===== src/serial_load_bank_mapper_core_macros.svh =====
// Assertion macros shared by the serial-load bank mapper RTL.
// Defining ASSERT_OFF turns every assertion into empty text.
`ifndef SERIAL_LOAD_BANK_MAPPER_CORE_MACROS_SVH
`define SERIAL_LOAD_BANK_MAPPER_CORE_MACROS_SVH
`ifndef ASSERT_OFF
`define SLBM_ASSERT_IMPLY(label, clk, rst_n, ante, cons) \
	label: assert property (@(posedge clk) disable iff (!rst_n) (ante) |-> (cons)) \
		else $error("slbm assertion failed");
`define SLBM_ASSERT_NEXT(label, clk, rst_n, ante, cons) \
	label: assert property (@(posedge clk) disable iff (!rst_n) (ante) |=> (cons)) \
		else $error("slbm assertion failed");
`else
`define SLBM_ASSERT_IMPLY(label, clk, rst_n, ante, cons)
`define SLBM_ASSERT_NEXT(label, clk, rst_n, ante, cons)
`endif
`endif


===== src/slbm_pkg.sv =====
// Package for the serial-load bank mapper: target codes, register select codes,
// mirroring codes, the bank-count register address and reset constants. No dependencies.
package slbm_pkg;

	typedef enum logic [2:0] {
		TGT_NONE      = 3'd0,
		TGT_PRG_ROM   = 3'd1,
		TGT_PRG_RAM   = 3'd2,
		TGT_PATTERN   = 3'd3,
		TGT_NAMETABLE = 3'd4
	} target_t;

	typedef enum logic [1:0] {
		SEL_CONTROL      = 2'd0,
		SEL_PATTERN_LOW  = 2'd1,
		SEL_PATTERN_HIGH = 2'd2,
		SEL_PROGRAM      = 2'd3
	} commit_sel_t;

	typedef enum logic [1:0] {
		MIR_ONE_LOW  = 2'd0,
		MIR_ONE_HIGH = 2'd1,
		MIR_VERTICAL = 2'd2,
		MIR_HORIZ    = 2'd3
	} mirror_t;

	localparam logic [1:0] ADDR_PRG_BANK_COUNT = 2'd0;
	localparam logic [4:0] SHIFT_MARK          = 5'h10;
	localparam logic [4:0] CTRL_RESET          = 5'h0C;
	localparam logic [4:0] PRG_COUNT_RESET     = 5'd16;

endpackage


===== src/serial_load_bank_mapper_core.sv =====
// Serial-load bank mapper core: translates bus accesses and keeps the bank registers.
// Depends on slbm_pkg and serial_load_bank_mapper_core_macros.svh.

// The block takes one bus access per clock while in_stall is low and returns one
// transaction of target, translated address, write enable and data for each. An
// access is held in the input register, where the bank registers are read and
// updated, and then in the result register, which drives the output; the result
// register holds while the output is stalled. The rate is one access per cycle
// when the output is not stalled, set by the single translation stage between
// those two registers.
`include "serial_load_bank_mapper_core_macros.svh"

module serial_load_bank_mapper_core (
	input  logic                 clk,
	input  logic                 arst_n,
	input  logic                 in_valid,
	output logic                 in_stall,
	input  logic [1:0]           mode,
	input  logic [15:0]          address,
	input  logic [7:0]           write_data,
	output logic                 out_valid,
	input  logic                 out_stall,
	output slbm_pkg::target_t    target,
	output logic [17:0]          mem_address,
	output logic                 write_enable,
	output logic [7:0]           data_out,
	input  logic                 psel,
	input  logic                 penable,
	input  logic                 pwrite,
	input  logic [1:0]           paddr,
	input  logic [31:0]          pwdata,
	output logic [31:0]          prdata,
	output logic                 pready
);
	import slbm_pkg::*;

	logic        valid_s1;
	logic [1:0]  mode_s1;
	logic [15:0] address_s1;
	logic [7:0]  write_data_s1;
	logic        valid_s2;
	target_t     target_s2;
	logic [17:0] mem_address_s2;
	logic        write_enable_s2;
	logic [7:0]  data_out_s2;

	logic [4:0] prg_count_q;
	logic [4:0] shift_q;
	logic [4:0] control_q;
	logic [4:0] pat_low_q;
	logic [4:0] pat_high_q;
	logic [4:0] program_q;

	logic        advance;
	logic        process;
	logic        cfg_write;
	logic        cpu_side;
	logic        is_write;
	logic        serial_wr;
	logic        reset_wr;
	logic        commit;
	logic [4:0]  shift_next;
	logic [3:0]  bank;
	logic [3:0]  last_bank;
	logic [3:0]  prg_sel;
	logic [17:0] prg_addr;
	logic [17:0] pat_addr;
	logic        nt_hi;
	target_t     tgt_c;
	logic [17:0] maddr_c;
	logic        we_c;

	assign advance   = !valid_s2 || !out_stall;
	assign process   = valid_s1 && advance;
	assign in_stall  = valid_s1 && !advance;
	assign pready    = 1'b1;
	assign cfg_write = psel && penable && pwrite && pready;
	assign prdata    = (paddr == ADDR_PRG_BANK_COUNT) ? {27'd0, prg_count_q} : 32'd0;

	assign cpu_side   = !mode_s1[1];
	assign is_write   = mode_s1[0];
	assign serial_wr  = cpu_side && is_write && address_s1[15];
	assign reset_wr   = serial_wr && write_data_s1[7];
	assign commit     = serial_wr && !write_data_s1[7] && shift_q[0];
	assign shift_next = {write_data_s1[0], shift_q[4:1]};

	assign bank      = program_q[3:0];
	assign last_bank = 4'(prg_count_q - 5'd1);

	always_comb begin
		unique case (control_q[3:2])
			2'd0, 2'd1: prg_sel = bank;
			2'd2: prg_sel = address_s1[14] ? bank : 4'd0;
			default: prg_sel = address_s1[14] ? last_bank : bank;
		endcase
		if (!control_q[3]) begin
			prg_addr = {bank[3:1], address_s1[14:0]};
		end else begin
			prg_addr = {prg_sel, address_s1[13:0]};
		end

		if (!control_q[4]) begin
			pat_addr = {1'b0, pat_low_q[4:1], address_s1[12:0]};
		end else if (address_s1[12]) begin
			pat_addr = {1'b0, pat_high_q, address_s1[11:0]};
		end else begin
			pat_addr = {1'b0, pat_low_q, address_s1[11:0]};
		end

		unique case (mirror_t'(control_q[1:0]))
			MIR_ONE_LOW:  nt_hi = 1'b0;
			MIR_ONE_HIGH: nt_hi = 1'b1;
			MIR_VERTICAL: nt_hi = address_s1[10];
			MIR_HORIZ:    nt_hi = address_s1[11];
			default:      nt_hi = 1'b0;
		endcase

		tgt_c   = TGT_NONE;
		maddr_c = 18'd0;
		if (cpu_side) begin
			if (address_s1[15]) begin
				if (!is_write) begin
					tgt_c   = TGT_PRG_ROM;
					maddr_c = prg_addr;
				end
			end else if (address_s1[14:13] == 2'b11) begin
				tgt_c   = TGT_PRG_RAM;
				maddr_c = {5'd0, address_s1[12:0]};
			end
		end else if (!address_s1[13]) begin
			tgt_c   = TGT_PATTERN;
			maddr_c = pat_addr;
		end else if (address_s1[13:8] != 6'h3F) begin
			tgt_c   = TGT_NAMETABLE;
			maddr_c = {7'd0, nt_hi, address_s1[9:0]};
		end
		we_c = is_write && (tgt_c != TGT_NONE);
	end

	always_ff @(posedge clk or negedge arst_n) begin
		if (!arst_n) begin
			valid_s1 <= 1'b0;
			valid_s2 <= 1'b0;
		end else begin
			if (!in_stall) begin
				valid_s1 <= in_valid;
			end
			if (advance) begin
				valid_s2 <= valid_s1;
			end
		end
	end

	always_ff @(posedge clk) begin
		if (!in_stall && in_valid) begin
			mode_s1       <= mode;
			address_s1    <= address;
			write_data_s1 <= write_data;
		end
		if (process) begin
			target_s2       <= tgt_c;
			mem_address_s2  <= maddr_c;
			write_enable_s2 <= we_c;
			data_out_s2     <= we_c ? write_data_s1 : 8'd0;
		end
	end

	always_ff @(posedge clk or negedge arst_n) begin
		if (!arst_n) begin
			prg_count_q <= PRG_COUNT_RESET;
			shift_q     <= SHIFT_MARK;
			control_q   <= CTRL_RESET;
			pat_low_q   <= 5'd0;
			pat_high_q  <= 5'd0;
			program_q   <= 5'd0;
		end else begin
			if (cfg_write && paddr == ADDR_PRG_BANK_COUNT) begin
				prg_count_q <= pwdata[4:0];
			end
			if (process && serial_wr) begin
				if (reset_wr) begin
					shift_q   <= SHIFT_MARK;
					control_q <= control_q | CTRL_RESET;
				end else if (commit) begin
					shift_q <= SHIFT_MARK;
					unique case (commit_sel_t'(address_s1[14:13]))
						SEL_CONTROL:      control_q  <= shift_next;
						SEL_PATTERN_LOW:  pat_low_q  <= shift_next;
						SEL_PATTERN_HIGH: pat_high_q <= shift_next;
						SEL_PROGRAM:      program_q  <= shift_next;
						default:          program_q  <= shift_next;
					endcase
				end else begin
					shift_q <= shift_next;
				end
			end
		end
	end

	assign out_valid    = valid_s2;
	assign target       = target_s2;
	assign mem_address  = mem_address_s2;
	assign write_enable = write_enable_s2;
	assign data_out     = data_out_s2;

	`SLBM_ASSERT_IMPLY(a_we_has_target, clk, arst_n, valid_s2 && write_enable_s2,
		target_s2 != TGT_NONE)
	`SLBM_ASSERT_IMPLY(a_data_zero_on_read, clk, arst_n, valid_s2 && !write_enable_s2,
		data_out_s2 == 8'd0)
	`SLBM_ASSERT_IMPLY(a_marker_present, clk, arst_n, 1'b1, shift_q != 5'd0)
	`SLBM_ASSERT_NEXT(a_result_follows, clk, arst_n, process, valid_s2)
	`SLBM_ASSERT_NEXT(a_reset_write_mode, clk, arst_n, process && reset_wr,
		control_q[3:2] == 2'b11 && shift_q == SHIFT_MARK)

endmodule

===== config.mk =====
export PLATFORM = sky130hd
export DESIGN_NAME = serial_load_bank_mapper_core
export DESIGN_NICKNAME = d
export VERILOG_FILES = /design/src/slbm_pkg.sv /design/src/serial_load_bank_mapper_core.sv
export VERILOG_INCLUDE_DIRS = /design/src /design/src/src
export SDC_FILE = /design/constraint.sdc
export NUM_CORES = 1
export LEC_CHECK = 0
export BUFFER_PORTS_ARGS = -buffer_cell sky130_fd_sc_hd__buf_2
export CELL_PAD_IN_SITES_DETAIL_PLACEMENT = 1
export CELL_PAD_IN_SITES_GLOBAL_PLACEMENT = 2
export CORE_MARGIN = 5
export CORE_UTILIZATION = 32
export DETAILED_ROUTE_END_ITERATION = 6
export PLACE_DENSITY = 0.86
export SLEW_MARGIN = 20
export SYNTH_ARGS = -nofsm -noshare
export SYNTH_HDL_FRONTEND = slang
export SYNTH_SLANG_ARGS = --single-unit

===== constraint.sdc =====
create_clock -name clk -period 2.65 [get_ports clk]
set_clock_uncertainty 0.05 [all_clocks]
set_input_delay 0.6625 -clock clk [delete_from_list [all_inputs] [get_ports clk]]
set_output_delay 0.6625 -clock clk [all_outputs]
set_load 0.02 [all_outputs]

# Word-level counts from Yosys, hierarchy flattened
# Index checks and enable logic that the tools add are counted.
# word_totals
reg_bits	87
in_bits	67
output_inout_bits	65
wordCells	85
# classes
add_sub_neg	1
n_eq_ne	9
n_mux	25
bitwise_logic	1
reduce_logical	33
# ops
operator	n
18-bit 2-to-1 mux	5
17-bit 2-to-1 mux	2
4-bit 2-to-1 mux	5
4-bit AND reduction	4
5-bit 2-to-1 mux	3
1-bit logical AND	13
13-bit 2-to-1 mux	1
3-bit 2-to-1 mux	4
11-bit 2-to-1 mux	1
2-bit equality test, second input constant	5
2-bit zero test	4
4-bit one-hot mux with 2 select lines	1
2-bit by 1-bit equality test with 1-bit output, second input constant	3
1-bit zero test	6
6-bit != test, second input constant	1
1-bit one-hot mux with 4 select lines	1
2-bit nonzero test	2
4-bit by 1-bit subtractor with 4-bit output, second input constant	1
3-bit AND reduction	1
3-bit nonzero test	1
2-bit 2-to-1 mux	1
2-bit OR reduction	1
1-bit logical OR	1
1-bit 2-to-1 mux	1
1-bit inverter	1

# Longest topological paths before layout
# depth
word_depth	7
mapped_depth	6
ltp_nobuf	6

# Worst setup path before layout
# Ideal clock, no wire load.
# synth_timing
path_kind	input port to flip-flop
from	in out_stall
to	reg shift_q[1]
setup_ns	0.064
arrival_ns	2.072
required_ns	2.536
path_slack_ns	0.464
stages	4
n_path_buf	0
path_cell_list	nand2_1 -> and2_1 -> and3_2 -> a22o_2
# synth_via
elab_chain_cells	4
# synth_rtl
element	line	source
start: declaration	serial_load_bank_mapper_core.sv:22	input logic out_stall,
1-bit zero test	serial_load_bank_mapper_core.sv:73	assign advance = !valid_s2 || !out_stall;
1-bit logical OR	serial_load_bank_mapper_core.sv:73	
1-bit logical AND	serial_load_bank_mapper_core.sv:74	assign process = valid_s1 && advance;
1-bit logical AND	serial_load_bank_mapper_core.sv:180	if (process && serial_wr) begin
end signal: assignment	serial_load_bank_mapper_core.sv:194	shift_q <= shift_next;
end: declaration	serial_load_bank_mapper_core.sv:48	logic [4:0] shift_q;
# No other way between the ends.
# A chain may end at the register's enable or synchronous reset.

# Worst setup path in the final report
# layout_timing
from	reg mode_s1[1]
to	reg pat_high_q[3]
# layout_via
elab_chain_cells	6
word_cells_on_any_way	9
cone_classes	bitwise (1); reduce/logical (8)
# layout_rtl
element	line	source
start: declaration	serial_load_bank_mapper_core.sv:38	logic [1:0] mode_s1;
start signal: assignment	serial_load_bank_mapper_core.sv:156	mode_s1 <= mode;
1-bit zero test *	serial_load_bank_mapper_core.sv:80	assign cpu_side = !mode_s1[1];
1-bit logical AND * (2 in a row)	serial_load_bank_mapper_core.sv:82	assign serial_wr = cpu_side && is_write && address_s1[15];
1-bit logical AND (on tied branches)	serial_load_bank_mapper_core.sv:84, serial_load_bank_mapper_core.sv:83	
1-bit logical AND or 1-bit inverter (tied branches)	-	
4-bit AND reduction (no source line) *	-	
end signal: assignment	serial_load_bank_mapper_core.sv:189	SEL_PATTERN_HIGH: pat_high_q <= shift_next;
end: declaration	serial_load_bank_mapper_core.sv:51	logic [4:0] pat_high_q;
# Mark *: on every way between the ends. The rest lies on a longest branch, timed or not.

==> key figures <==
Timing
  – Post-route clock period utilization: 81.6%
  – RSZ-0062 raised after global routing: false
  – Fmax: 462 MHz
  – Minimum clock period: 2160 ps
  – Tightest Pin Transition: 724 ps
  – Max Slew Vio Count: 0
  – Setup TNS: 0 ps
  – Endpoints failing setup: 0
  – Max-slew headroom: 51.7%
  – Worst setup margin: 487 ps
  – Final hold violation count: 0

Final layout
  – Post-route cell area: 4470 µm²
  – Fraction of layout cells with a size suffix above 1: 36.2%
  – Area grow syn2layout: 20.1%
  – Layout fillers: 1248
  – Number of nets in the layout: 414
  – N_diodes: 0

Clock tree
  – CTS root buffer: clkbuf_16
  – # hold bufs at CTS: 0
  – CTS clk-pin slew, worst paths: 60 ps
  – Max clock buf depth: 2
  – CTS tree: yes
  – CTS HTree Levels: 3
  – Worst-Skew Late Latency: 340 ps
  – CTS Buf Count: 9
  – Clk sink count: 87
  – Post-CTS Resized: 0
  – Post-CTS Setup Bufs: 0

Routing
  – Drt drc: 0
  – Vias per cell: 4.52
  – Initial DRC Count: 103
  – Vias post-DR: 2235
  – Total iterations of the first detailed-routing run: 5
  – Routed WL per cell: 15.9 µm
  – Routed Wire Length: 7840 µm
  – Final antenna-violating net count: 0

Die
  – Num rows: 39
  – Die width: 118 µm
  – Die height: 118 µm
  – Die area: 13900 µm²
  – Initial Util: 32.6%
  – CORE AREA: 11400 µm²
  – IO Pins: 132

Run status
  – Outcome: finished clean

Logic synthesis
  – Yosys cell types: 46
  – Area contributors post-synth: edfxtp_1, dfrtp_1, buf_4
  – Ys async rst share: 35.6%
  – Yosys top cell area share: 45.2%
  – Main synth FF type: edfxtp_1
  – Yosys top cell by area: edfxtp_1
  – Syn Inst Count: 264
  – Synthesized area per cell: 14.1 µm²
  – Yosys reg bits: 87
  – Syn Std Cell Area: 3720 µm²
  – Post-synth EDFFs: 56
  – Seq/Total Area, Yosys: 66.1%
  – Syn. warnings: 0

Setup path
  – CP Data Required Time: 2820 ps
  – Family with the most delay on the worst path: simple AND/OR/NAND/NOR gates
  – CP max stage delay: 690 ps
  – Critical Path Sink Type: register
  – Crit-path cells: and3b_2 > nand3_2 > or4b_1 > mux2_2
  – Critical path buffers and inverters: 0
  – WP data arrival: 2330 ps
  – CP Launch Type: register
  – Critical path's slowest cell: or4b_1
  – Critical Setup Path Class: register to register
  – Worst-path fanout max: 7

Global routing
  – GRT overflow: 0
  – Initial antenna violation count: 0
  – Number of global-route vias before repair: 2497
  – Largest net degree at the start of global routing: 32
  – First-pass GRT wire length: 12900 µm
  – Total track usage: 11.7%

Hold path
  – Hold Path Class: primary input to async pin

Flow run
  – Max-Cap Viols: 0

Pwr
  – Final Power: 3350 µW
  – Peak VDD IR: 254 µV
  – LEAKAGE: 0.00201 µW
  – PwrDens: 750 nW/µm²

Placed design
  – Dpl hpwl: 5700 µm
  – Pre-CTS setup slack: 388 ps
  – Port bufs: 76
  – Post-DP Area: 4160 µm²
  – RD Place Congestion: 0.788
==> sequential cells by signal, summed over array words and instances (netlist names) <==
| signal | flops |
|---|---|
| target | 3 |
| pat_low_q | 5 |
| data_out | 8 |
| mode_s1 | 2 |
| out_valid | 1 |
| valid_s1 | 1 |
| address_s1 | 16 |
| control_q | 5 |
| prg_count_q | 5 |
| mem_address | 18 |
| program_q | 4 |
| write_enable | 1 |
| write_data_s1 | 8 |
| pat_high_q | 5 |
| shift_q | 5 |
==> placed cells by master, fill, tap and decap left out, drive strengths merged, types with 3 or more instances in the layout <==
master,instances
nand2b,4
and3,10
a31oi,3
o21ai,4
buf,80
mux2i,5
mux2,22
nor3,9
inv,11
dfstp,4
o22ai,4
conb,28
nand3,3
nor2,5
nand2,11
a21oi,4
and2,17
edfxtp,56
clkbuf,11
a22o,5
a22oi,3
dfrtp,27
==> layer usage <==
layer / wire [µm] / global-route usage (%) / vias to the layer above
met5: 0 / 0 / -
met4: 142 / 5.81 / 0
met3: 355 / 2.26 / 9
met2: 4120 / 20.2 / 52
met1: 3220 / 13.8 / 1113
li1: - / - / 1061
==> Yosys cell counts, types with 2 or more instances <==
master / number
a21oi_1: 4
a22o_1: 4
a22oi_1: 3
a31oi_1: 3
and2_1: 17
and3_1: 9
buf_4: 28
buf_6: 2
clkbuf_1: 4
conb_1: 2
dfrtp_1: 27
dfstp_2: 4
edfxtp_1: 56
inv_1: 10
mux2_2: 17
mux2_4: 5
mux2i_1: 5
nand2_1: 11
nand2b_1: 4
nand3_1: 2
nor2_1: 5
nor3_1: 9
nor4_1: 2
o21ai_0: 4
o22ai_1: 4
o2bb2ai_1: 2
or4_4: 2
==> area by class of cell <==
cell class / count / area, µm² / share of cell area (%)
inverters: 10 / 37.5 / 0.839
clock buffers: 11 / 233 / 5.20
clock inverters: 5 / 81.3 / 1.82
well taps: 143 / 179 / 4.00
flip-flops and latches: 87 / 2460 / 55.0
multi-input cells: 158 / 1070 / 23.9
repair buffers: 80 / 410 / 9.17
==> power breakdown <==
group	leakage [µW]	switching [µW]	internal (µW)
clock network	0.000150	504	828
registers	0.000952	81.9	1580
logic	0.000906	232	127
==> final timing paths <==
kind | start | end | slack (ps) | cells past startpoint
worst min-delay path | arst_n | pat_low_q[4] | 330 | 1
worst max-delay path | mode_s1[1] | pat_high_q[3] | 490 | 4
worst max register to register | mode_s1[1] | pat_high_q[3] | 490 | 4
worst min register to register | pat_high_q[0] | pat_high_q[0] | 460 | 1
min in group clk | write_data[6] | write_data_s1[6] | 450 | 1
max in group asynchronous | arst_n | program_q[3] | 1750 | 1
==> metrics by stage <==
| stage | hold slack [ps] | util (%) | instances |
|---|---|---|---|
| floorplan | 317 | - | 290 |
| global placement | 438 | 36.4 | 478 |
| detailed placement | 448 | 36.4 | 478 |
| CTS | 349 | 39.2 | 494 |
| global route | 384 | 39.2 | 494 |
| finish | 333 | 39.2 | 494 |
==> kinds of logic (layout without fill, tap and decap cells) <==
family,after synthesis,count (layout),synth area share (%)
other,2,28,0.202
buffers and inverters,45,106,7.76
xor gates and xnor gates,2,2,0.471
AOI/OAI and AO/OA,30,30,5.54
adders and majority gates,1,1,0.336
DFF,87,87,66.1
and+or+nand+nor,70,70,11.1
muxes,27,27,8.50
Power figures use the tool's default switching activity.
